===== src/sv/ptu64_pkg.sv =====
// ----------------------------------------------------------------------------
// ptu64_pkg
// shared types, tables and constants for the 64-bit primality tester
// ----------------------------------------------------------------------------
package ptu64_pkg;

  localparam int unsigned WordW   = 64;
  localparam int unsigned CntW    = 6;
  localparam int unsigned NumSmall = 11;
  localparam int unsigned NumBases = 7;
  localparam int unsigned PidxW   = 4;
  localparam int unsigned BidxW   = 3;
  localparam int unsigned RemW    = 6;

  typedef logic [WordW-1:0] word_t;

  typedef enum logic [3:0] {
    ST_IDLE,
    ST_TRIAL,
    ST_SPLIT,
    ST_BASE_START,
    ST_BASE_RED,
    ST_POW,
    ST_MUL,
    ST_WIT,
    ST_SQ_LOOP,
    ST_SQ_CHK,
    ST_NEXT_BASE,
    ST_FINISH
  } state_t;

  typedef enum logic [1:0] {
    MUL_RES,
    MUL_SQB,
    MUL_SQX
  } mul_kind_t;

  function automatic logic [RemW-1:0] small_prime(input logic [PidxW-1:0] idx);
    logic [RemW-1:0] p;
    case (idx)
      4'd0:    p = 6'd3;
      4'd1:    p = 6'd5;
      4'd2:    p = 6'd7;
      4'd3:    p = 6'd11;
      4'd4:    p = 6'd13;
      4'd5:    p = 6'd17;
      4'd6:    p = 6'd19;
      4'd7:    p = 6'd23;
      4'd8:    p = 6'd29;
      4'd9:    p = 6'd31;
      default: p = 6'd37;
    endcase
    return p;
  endfunction

  function automatic word_t mr_base(input logic [BidxW-1:0] idx);
    word_t b;
    case (idx)
      3'd0:    b = 64'd2;
      3'd1:    b = 64'd325;
      3'd2:    b = 64'd9375;
      3'd3:    b = 64'd28178;
      3'd4:    b = 64'd450775;
      3'd5:    b = 64'd9780504;
      default: b = 64'd1795265022;
    endcase
    return b;
  endfunction

endpackage


===== src/sv/primality_test_u64_top.sv =====
// ----------------------------------------------------------------------------
// primality_test_u64_top
// deterministic miller-rabin primality test for unsigned 64-bit numbers
// ----------------------------------------------------------------------------
//  channel  signals                          direction
//  in       in_valid, in_stall, candidate    request in
//  out      out_valid, out_stall, prime_flag request out
//
//  one request at a time; trivial values go straight to the finish state
//  trial division: bit-serial remainder, up to 11 small primes
//  miller-rabin: each modular product is formed in the bit-serial
//  shift-add multiplier, up to 126 products per base, 7 bases
//  reset is synchronous and idles the block
//  a new request is taken while a finished result waits on out_stall
// ----------------------------------------------------------------------------
module primality_test_u64_top
  import ptu64_pkg::*;
(
  input  logic        clk,
  input  logic        rst,
  input  logic        in_valid,
  output logic        in_stall,
  input  logic [63:0] candidate,
  output logic        out_valid,
  input  logic        out_stall,
  output logic        prime_flag
);

  state_t              state, state_next;
  mul_kind_t           kind;
  word_t               n, d, e, res, b, mx, sh, acc;
  logic [CntW-1:0]     cnt, s, sq_i;
  logic [PidxW-1:0]    pidx;
  logic [BidxW-1:0]    bidx;
  logic [RemW-1:0]     rem;
  logic                flag;

  logic                in_acc, out_free, cnt_last;
  logic [RemW:0]       trem_sum;
  logic [RemW-1:0]     trem;
  logic [WordW:0]      n_ext, dbl, sum, red_t;
  word_t               a1, a2, acc_mul, red, n_m1;
  logic                cand_trivial, cand_flag;

  assign in_acc   = in_valid && !in_stall;
  assign out_free = !out_valid || !out_stall;
  assign cnt_last = (cnt == CntW'(WordW - 1));
  assign n_ext    = {1'b0, n};
  assign n_m1     = n - 64'd1;

  // trial division digit step
  assign trem_sum = {rem, sh[WordW-1]};
  assign trem     = (trem_sum >= {1'b0, small_prime(pidx)}) ?
                    RemW'(trem_sum - {1'b0, small_prime(pidx)}) : RemW'(trem_sum);

  // modular multiply step: double, then add on a set bit
  assign dbl     = {acc, 1'b0};
  assign a1      = (dbl >= n_ext) ? WordW'(dbl - n_ext) : WordW'(dbl);
  assign sum     = {1'b0, a1} + {1'b0, mx};
  assign a2      = (sum >= n_ext) ? WordW'(sum - n_ext) : WordW'(sum);
  assign acc_mul = sh[WordW-1] ? a2 : a1;

  // base reduction step
  assign red_t = {acc, sh[WordW-1]};
  assign red   = (red_t >= n_ext) ? WordW'(red_t - n_ext) : WordW'(red_t);

  // trivial candidates
  always_comb begin
    cand_trivial = 1'b0;
    cand_flag    = 1'b0;
    if (candidate < 64'd2) begin
      cand_trivial = 1'b1;
    end else if (candidate == 64'd2 || candidate == 64'd3) begin
      cand_trivial = 1'b1;
      cand_flag    = 1'b1;
    end else if (!candidate[0]) begin
      cand_trivial = 1'b1;
    end
  end

  // next state
  always_comb begin
    state_next = state;
    unique case (state)
      ST_IDLE: begin
        if (in_valid) state_next = cand_trivial ? ST_FINISH : ST_TRIAL;
      end
      ST_TRIAL: begin
        if (cnt_last) begin
          if (n == {58'd0, small_prime(pidx)} || trem == '0) state_next = ST_FINISH;
          else if (pidx == PidxW'(NumSmall - 1)) state_next = ST_SPLIT;
        end
      end
      ST_SPLIT: begin
        if (d[0]) state_next = ST_BASE_START;
      end
      ST_BASE_START: state_next = ST_BASE_RED;
      ST_BASE_RED: begin
        if (cnt_last) state_next = (red == '0) ? ST_NEXT_BASE : ST_POW;
      end
      ST_POW: state_next = (e == '0) ? ST_WIT : ST_MUL;
      ST_MUL: begin
        if (cnt_last) begin
          if (kind == MUL_SQB) state_next = ST_POW;
          else if (kind == MUL_SQX) state_next = ST_SQ_CHK;
        end
      end
      ST_WIT: state_next = (res == 64'd1 || res == n_m1) ? ST_NEXT_BASE : ST_SQ_LOOP;
      ST_SQ_LOOP: state_next = (sq_i >= s) ? ST_FINISH : ST_MUL;
      ST_SQ_CHK: state_next = (res == n_m1) ? ST_NEXT_BASE : ST_SQ_LOOP;
      ST_NEXT_BASE: begin
        state_next = (bidx == BidxW'(NumBases - 1)) ? ST_FINISH : ST_BASE_START;
      end
      ST_FINISH: begin
        if (out_free) state_next = ST_IDLE;
      end
      default: state_next = ST_IDLE;
    endcase
  end

  // outputs
  always_comb begin
    in_stall = (state != ST_IDLE);
  end

  always_ff @(posedge clk) begin
    if (rst) begin
      state     <= ST_IDLE;
      out_valid <= 1'b0;
    end else begin
      state <= state_next;
      if (state == ST_FINISH && out_free) begin
        out_valid <= 1'b1;
      end else if (out_valid && !out_stall) begin
        out_valid <= 1'b0;
      end
    end
  end

  // datapath
  always_ff @(posedge clk) begin
    case (state)
      ST_IDLE: begin
        if (in_acc) begin
          n    <= candidate;
          sh   <= candidate;
          flag <= cand_flag;
          pidx <= '0;
          rem  <= '0;
          cnt  <= '0;
        end
      end
      ST_TRIAL: begin
        rem <= trem;
        sh  <= {sh[WordW-2:0], 1'b0};
        cnt <= cnt + 1'b1;
        if (cnt_last) begin
          flag <= (n == {58'd0, small_prime(pidx)});
          pidx <= pidx + 1'b1;
          sh   <= n;
          rem  <= '0;
          d    <= n_m1;
          s    <= '0;
        end
      end
      ST_SPLIT: begin
        bidx <= '0;
        if (!d[0]) begin
          d <= {1'b0, d[WordW-1:1]};
          s <= s + 1'b1;
        end
      end
      ST_BASE_START: begin
        sh  <= mr_base(bidx);
        acc <= '0;
        cnt <= '0;
      end
      ST_BASE_RED: begin
        acc <= red;
        sh  <= {sh[WordW-2:0], 1'b0};
        cnt <= cnt + 1'b1;
        if (cnt_last) begin
          b   <= red;
          res <= 64'd1;
          e   <= d;
        end
      end
      ST_POW: begin
        acc <= '0;
        cnt <= '0;
        if (e[0]) begin
          mx   <= b;
          sh   <= res;
          kind <= MUL_RES;
        end else begin
          mx   <= b;
          sh   <= b;
          kind <= MUL_SQB;
        end
      end
      ST_MUL: begin
        acc <= acc_mul;
        sh  <= {sh[WordW-2:0], 1'b0};
        cnt <= cnt + 1'b1;
        if (cnt_last) begin
          unique case (kind)
            MUL_RES: begin
              res  <= acc_mul;
              mx   <= b;
              sh   <= b;
              acc  <= '0;
              kind <= MUL_SQB;
            end
            MUL_SQB: begin
              b <= acc_mul;
              e <= {1'b0, e[WordW-1:1]};
            end
            MUL_SQX: res <= acc_mul;
            default: res <= acc_mul;
          endcase
        end
      end
      ST_WIT: sq_i <= CntW'(1);
      ST_SQ_LOOP: begin
        if (sq_i >= s) begin
          flag <= 1'b0;
        end else begin
          mx   <= res;
          sh   <= res;
          acc  <= '0;
          cnt  <= '0;
          kind <= MUL_SQX;
        end
      end
      ST_SQ_CHK: sq_i <= sq_i + 1'b1;
      ST_NEXT_BASE: begin
        bidx <= bidx + 1'b1;
        flag <= 1'b1;
      end
      ST_FINISH: begin
        if (out_free) prime_flag <= flag;
      end
      default: ;
    endcase
  end

  a_mul_operands_reduced: assert property (@(posedge clk) disable iff (rst)
    state == ST_MUL |-> (mx < n) && (acc < n))
    else $error("multiplier operand not reduced");

  a_split_nonzero: assert property (@(posedge clk) disable iff (rst)
    state == ST_SPLIT |-> d != '0)
    else $error("odd part of n-1 is zero");

  a_two_is_prime: assert property (@(posedge clk) disable iff (rst)
    (in_acc && candidate == 64'd2) |=> (state == ST_FINISH) && flag)
    else $error("two not flagged prime");

  a_sq_loop_bounded: assert property (@(posedge clk) disable iff (rst)
    state == ST_SQ_CHK |-> (sq_i < s) && (s != '0))
    else $error("squaring loop past s");

endmodule


===== config.mk =====
export PLATFORM = sky130hd
export DESIGN_NAME = primality_test_u64_top
export DESIGN_NICKNAME = d
export VERILOG_FILES = /design/src/sv/ptu64_pkg.sv /design/src/sv/primality_test_u64_top.sv
export SDC_FILE = /design/constraint.sdc
export NUM_CORES = 2
export LEC_CHECK = 0
export ABC_AREA = 1
export BUFFER_PORTS_ARGS = -buffer_cell sky130_fd_sc_hd__buf_4
export CAP_MARGIN = 30
export CELL_PAD_IN_SITES_DETAIL_PLACEMENT = 0
export CELL_PAD_IN_SITES_GLOBAL_PLACEMENT = 1
export CORE_ASPECT_RATIO = 0.8
export CORE_UTILIZATION = 48
export CTS_CLUSTER_DIAMETER = 100
export DETAILED_ROUTE_END_ITERATION = 8
export PLACE_DENSITY = 0.81
export SLEW_MARGIN = 40
export SYNTH_ARGS = -nofsm -noshare
export SYNTH_HDL_FRONTEND = slang
export SYNTH_SLANG_ARGS = --single-unit

===== constraint.sdc =====
create_clock -name clk -period 12.9 [get_ports clk]
set_input_delay 0.645 -clock clk [delete_from_list [all_inputs] [get_ports clk]]
set_output_delay 0.645 -clock clk [all_outputs]
set_load 0.01 [all_outputs]

==> results.json <==
{
  "via_per_inst": 6.10,
  "yosysWarnings": 0,
  "rsz0062_at_grt": "false",
  "cts_hold_repair.buffers": 0,
  "placementRows": 102,
  "place.gp.congestion": 1.13,
  "skew_ps": 38.7,
  "synth.top_cells.by_area": "edfxtp_1 35%, nand2_1 18%, inv_1 7.2%",
  "setup_tns_ps": 0,
  "grt.overflow.total": 0,
  "grt_pass1_vias": 45565,
  "synth-edff-count": 547,
  "worst_hold_path_type": "in -> reg",
  "routedWlPerCell_um": 27.9,
  "slowest_delay_ps": 670,
  "final_nets": 7268,
  "setup_viol": 0,
  "clk_latency_ps": 670,
  "synth-main-ff-cell": "edfxtp_1",
  "cpMostUsedCell": "nand2_1",
  "ant_nets": 0,
  "startpoint_type": "register",
  "cts_buffers": 58,
  "syn_inst": 6948,
  "route.detailed.drc": 0,
  "r2r_cells": 41,
  "dieWidth_um": 354,
  "cts_tree": "yes",
  "num-fill-cells": 9858,
  "htree_num_levels": 2,
  "finalCritPeriodShare_pct": 83.7,
  "post-synth-top-area-cell": "edfxtp_1",
  "crit_arrival_ps": 11190,
  "grtUsageTotal_pct": 44.9,
  "drv_cap": 0,
  "initial_core_util_pct": 48.7,
  "timing.fmax_mhz": 92.6,
  "r2r_slack_ps": 2100,
  "synth_area_um2": 47500,
  "ctsResizeCount": 0,
  "r2r_end": "b[17]",
  "cp.required_ps": 13290,
  "clockBufferDepth": 3,
  "grt_start_max_net_pins": 79,
  "cts_setup_buffers": 0,
  "critPathSlowestCell": "nor4_1",
  "cts_root_buf": "clkbuf_16",
  "drive_above_1_share_pct": 5.77,
  "vias": 50757,
  "yosysSeqAreaShare_pct": 35.0,
  "first_pass_iters": 9,
  "mostFrequentLayoutCells": "2,259 x nand2_1, 907 x inv_1, 728 x nor2_1, 547 x edfxtp_1, 405 x nand3_1",
  "synth_top_area_share_pct": 34.6,
  "period_minus_slack_ps": 10800,
  "area_growth_pct": 8.71,
  "antenna_found_initial": 9,
  "hold_viol_final": 0,
  "worstMarginPinSlew_ps": 930,
  "crit_start": "n[47]",
  "place_hpwl_um": 190000,
  "syn_area_per_cell_um2": 6.83,
  "clk_pin_slew_ps": 70,
  "initialDrtViolationCount": 7553,
  "worstSetupPathType": "reg -> reg",
  "syn_nets": 7244,
  "core_um2": 97400,
  "endpoint_kind": "register",
  "io_buffer_count": 70,
  "drt-total-wl_um": 232000,
  "critPathMaxFanout": 56,
  "status": "completed",
  "die-area_um2": 100000,
  "ys_seq_elements": 557,
  "pin_count": 71,
  "final_common_cell": "nand2_1",
  "slew_headroom_pct": 37.3,
  "slew_violations": 0,
  "endpoint": "b[17]",
  "die_h_um": 283,
  "grt_pass1_wl_um": 324000,
  "cts.sinks": 557,
  "synthArstFlopShare_pct": 0,
  "r2r_start": "n[47]",
  "synth_cell_types": 61
}
==> critical path: cells and delay by family, from the launching register on <==
family                     cells  cell delay, ps
buffers and inverters          6            1820
DFF                            1             440
xor gates and xnor gates       1             320
and+or+nand+nor               26            5790
AOI/OAI and AO/OA              5             930
adders and majority gates      3            1080
==> area by class of cell <==
cell class	instances	area, um2	area share, %
inverters	927	3480	6.75
diodes	1	2.50	0.00485
multi-input cells	5290	26800	51.9
flip-flops and latches	557	16600	32.2
clock buffers	69	1490	2.89
repair buffers	138	1120	2.18
clock inverters	38	478	0.926
well taps	1300	1630	3.15
==> routing by layer <==
| layer | share of wire, % | routed length (um) | global-route usage [%] |
|---|---|---|---|
| met1 | 40 | 92600 | 60.8 |
| met2 | 40 | 92300 | 63.3 |
| met3 | 13 | 31100 | 13.5 |
| met4 | 6.7 | 15600 | 24.9 |
| met5 | 0.090 | 208 | 1.48 |
==> synthesized netlist by cell type, types with 24 or more instances <==
library cell	instances
a211oi_1	40
a21oi_1	312
a31oi_1	87
a41oi_1	37
clkbuf_1	126
edfxtp_1	547
ha_1	223
inv_1	909
nand2_1	2261
nand3_1	407
nand4_1	101
nor2_1	740
nor3_1	84
nor4_1	45
o21a_1	27
o21ai_0	398
o21ai_1	36
o21bai_1	24
or2_2	103
xnor2_1	50
xor2_1	151
==> sequential cells by signal (all words and copies together) (netlist names), named ones only <==
name	count
mx	64
out_valid	1
flag	1
pidx	4
n	64
kind	2
res	64
sh	64
s	6
rem	6
cnt	6
acc	64
bidx	3
sq_i	6
state	4
e	64
d	64
prime_flag	1
b	64
==> how the worst min path moves through the flow <==
stage / endpoint / startpoint / cells past startpoint / slack [ps]
after floorplan: prime_flag / flag / 0 / 400
after global placement: prime_flag / flag / 0 / 460
after detailed placement: prime_flag / flag / 0 / 480
after CTS: n[58] / candidate[58] / 1 / 150
after global routing: n[58] / candidate[58] / 1 / 160
final: n[58] / candidate[58] / 1 / 170
==> per-stage QoR <==
stage,worst slack [ps],hold slack [ps],instances,utilization (%),area (um2)
5_1_grt,1710,163,8319,53.0,51600
4_1_cts,2560,153,8316,52.9,51500
3_5_place_dp,2630,478,8209,50.9,49600
3_3_place_gp,2580,458,8207,50.8,49500
2_1_floorplan,2520,400,6948,-,47500
6_report,2100,170,8320,53.0,51600
==> cells by family after synthesis <==
kind of cell | after synthesis | share of synthesized area, %
AND/OR/NAND/NOR | 3783 | 32.8
buffers and inverters | 1101 | 8.93
adder cells (fa/ha/maj) | 228 | 6.09
XOR/XNOR | 207 | 3.99
multiplexers | 6 | 0.142
AO/OA/AOI/OAI | 1066 | 13.0
flip-flops | 557 | 35.0
Power is not shown: default switching activity piles up to over one toggle a cycle in this logic, so the estimate is an artifact.
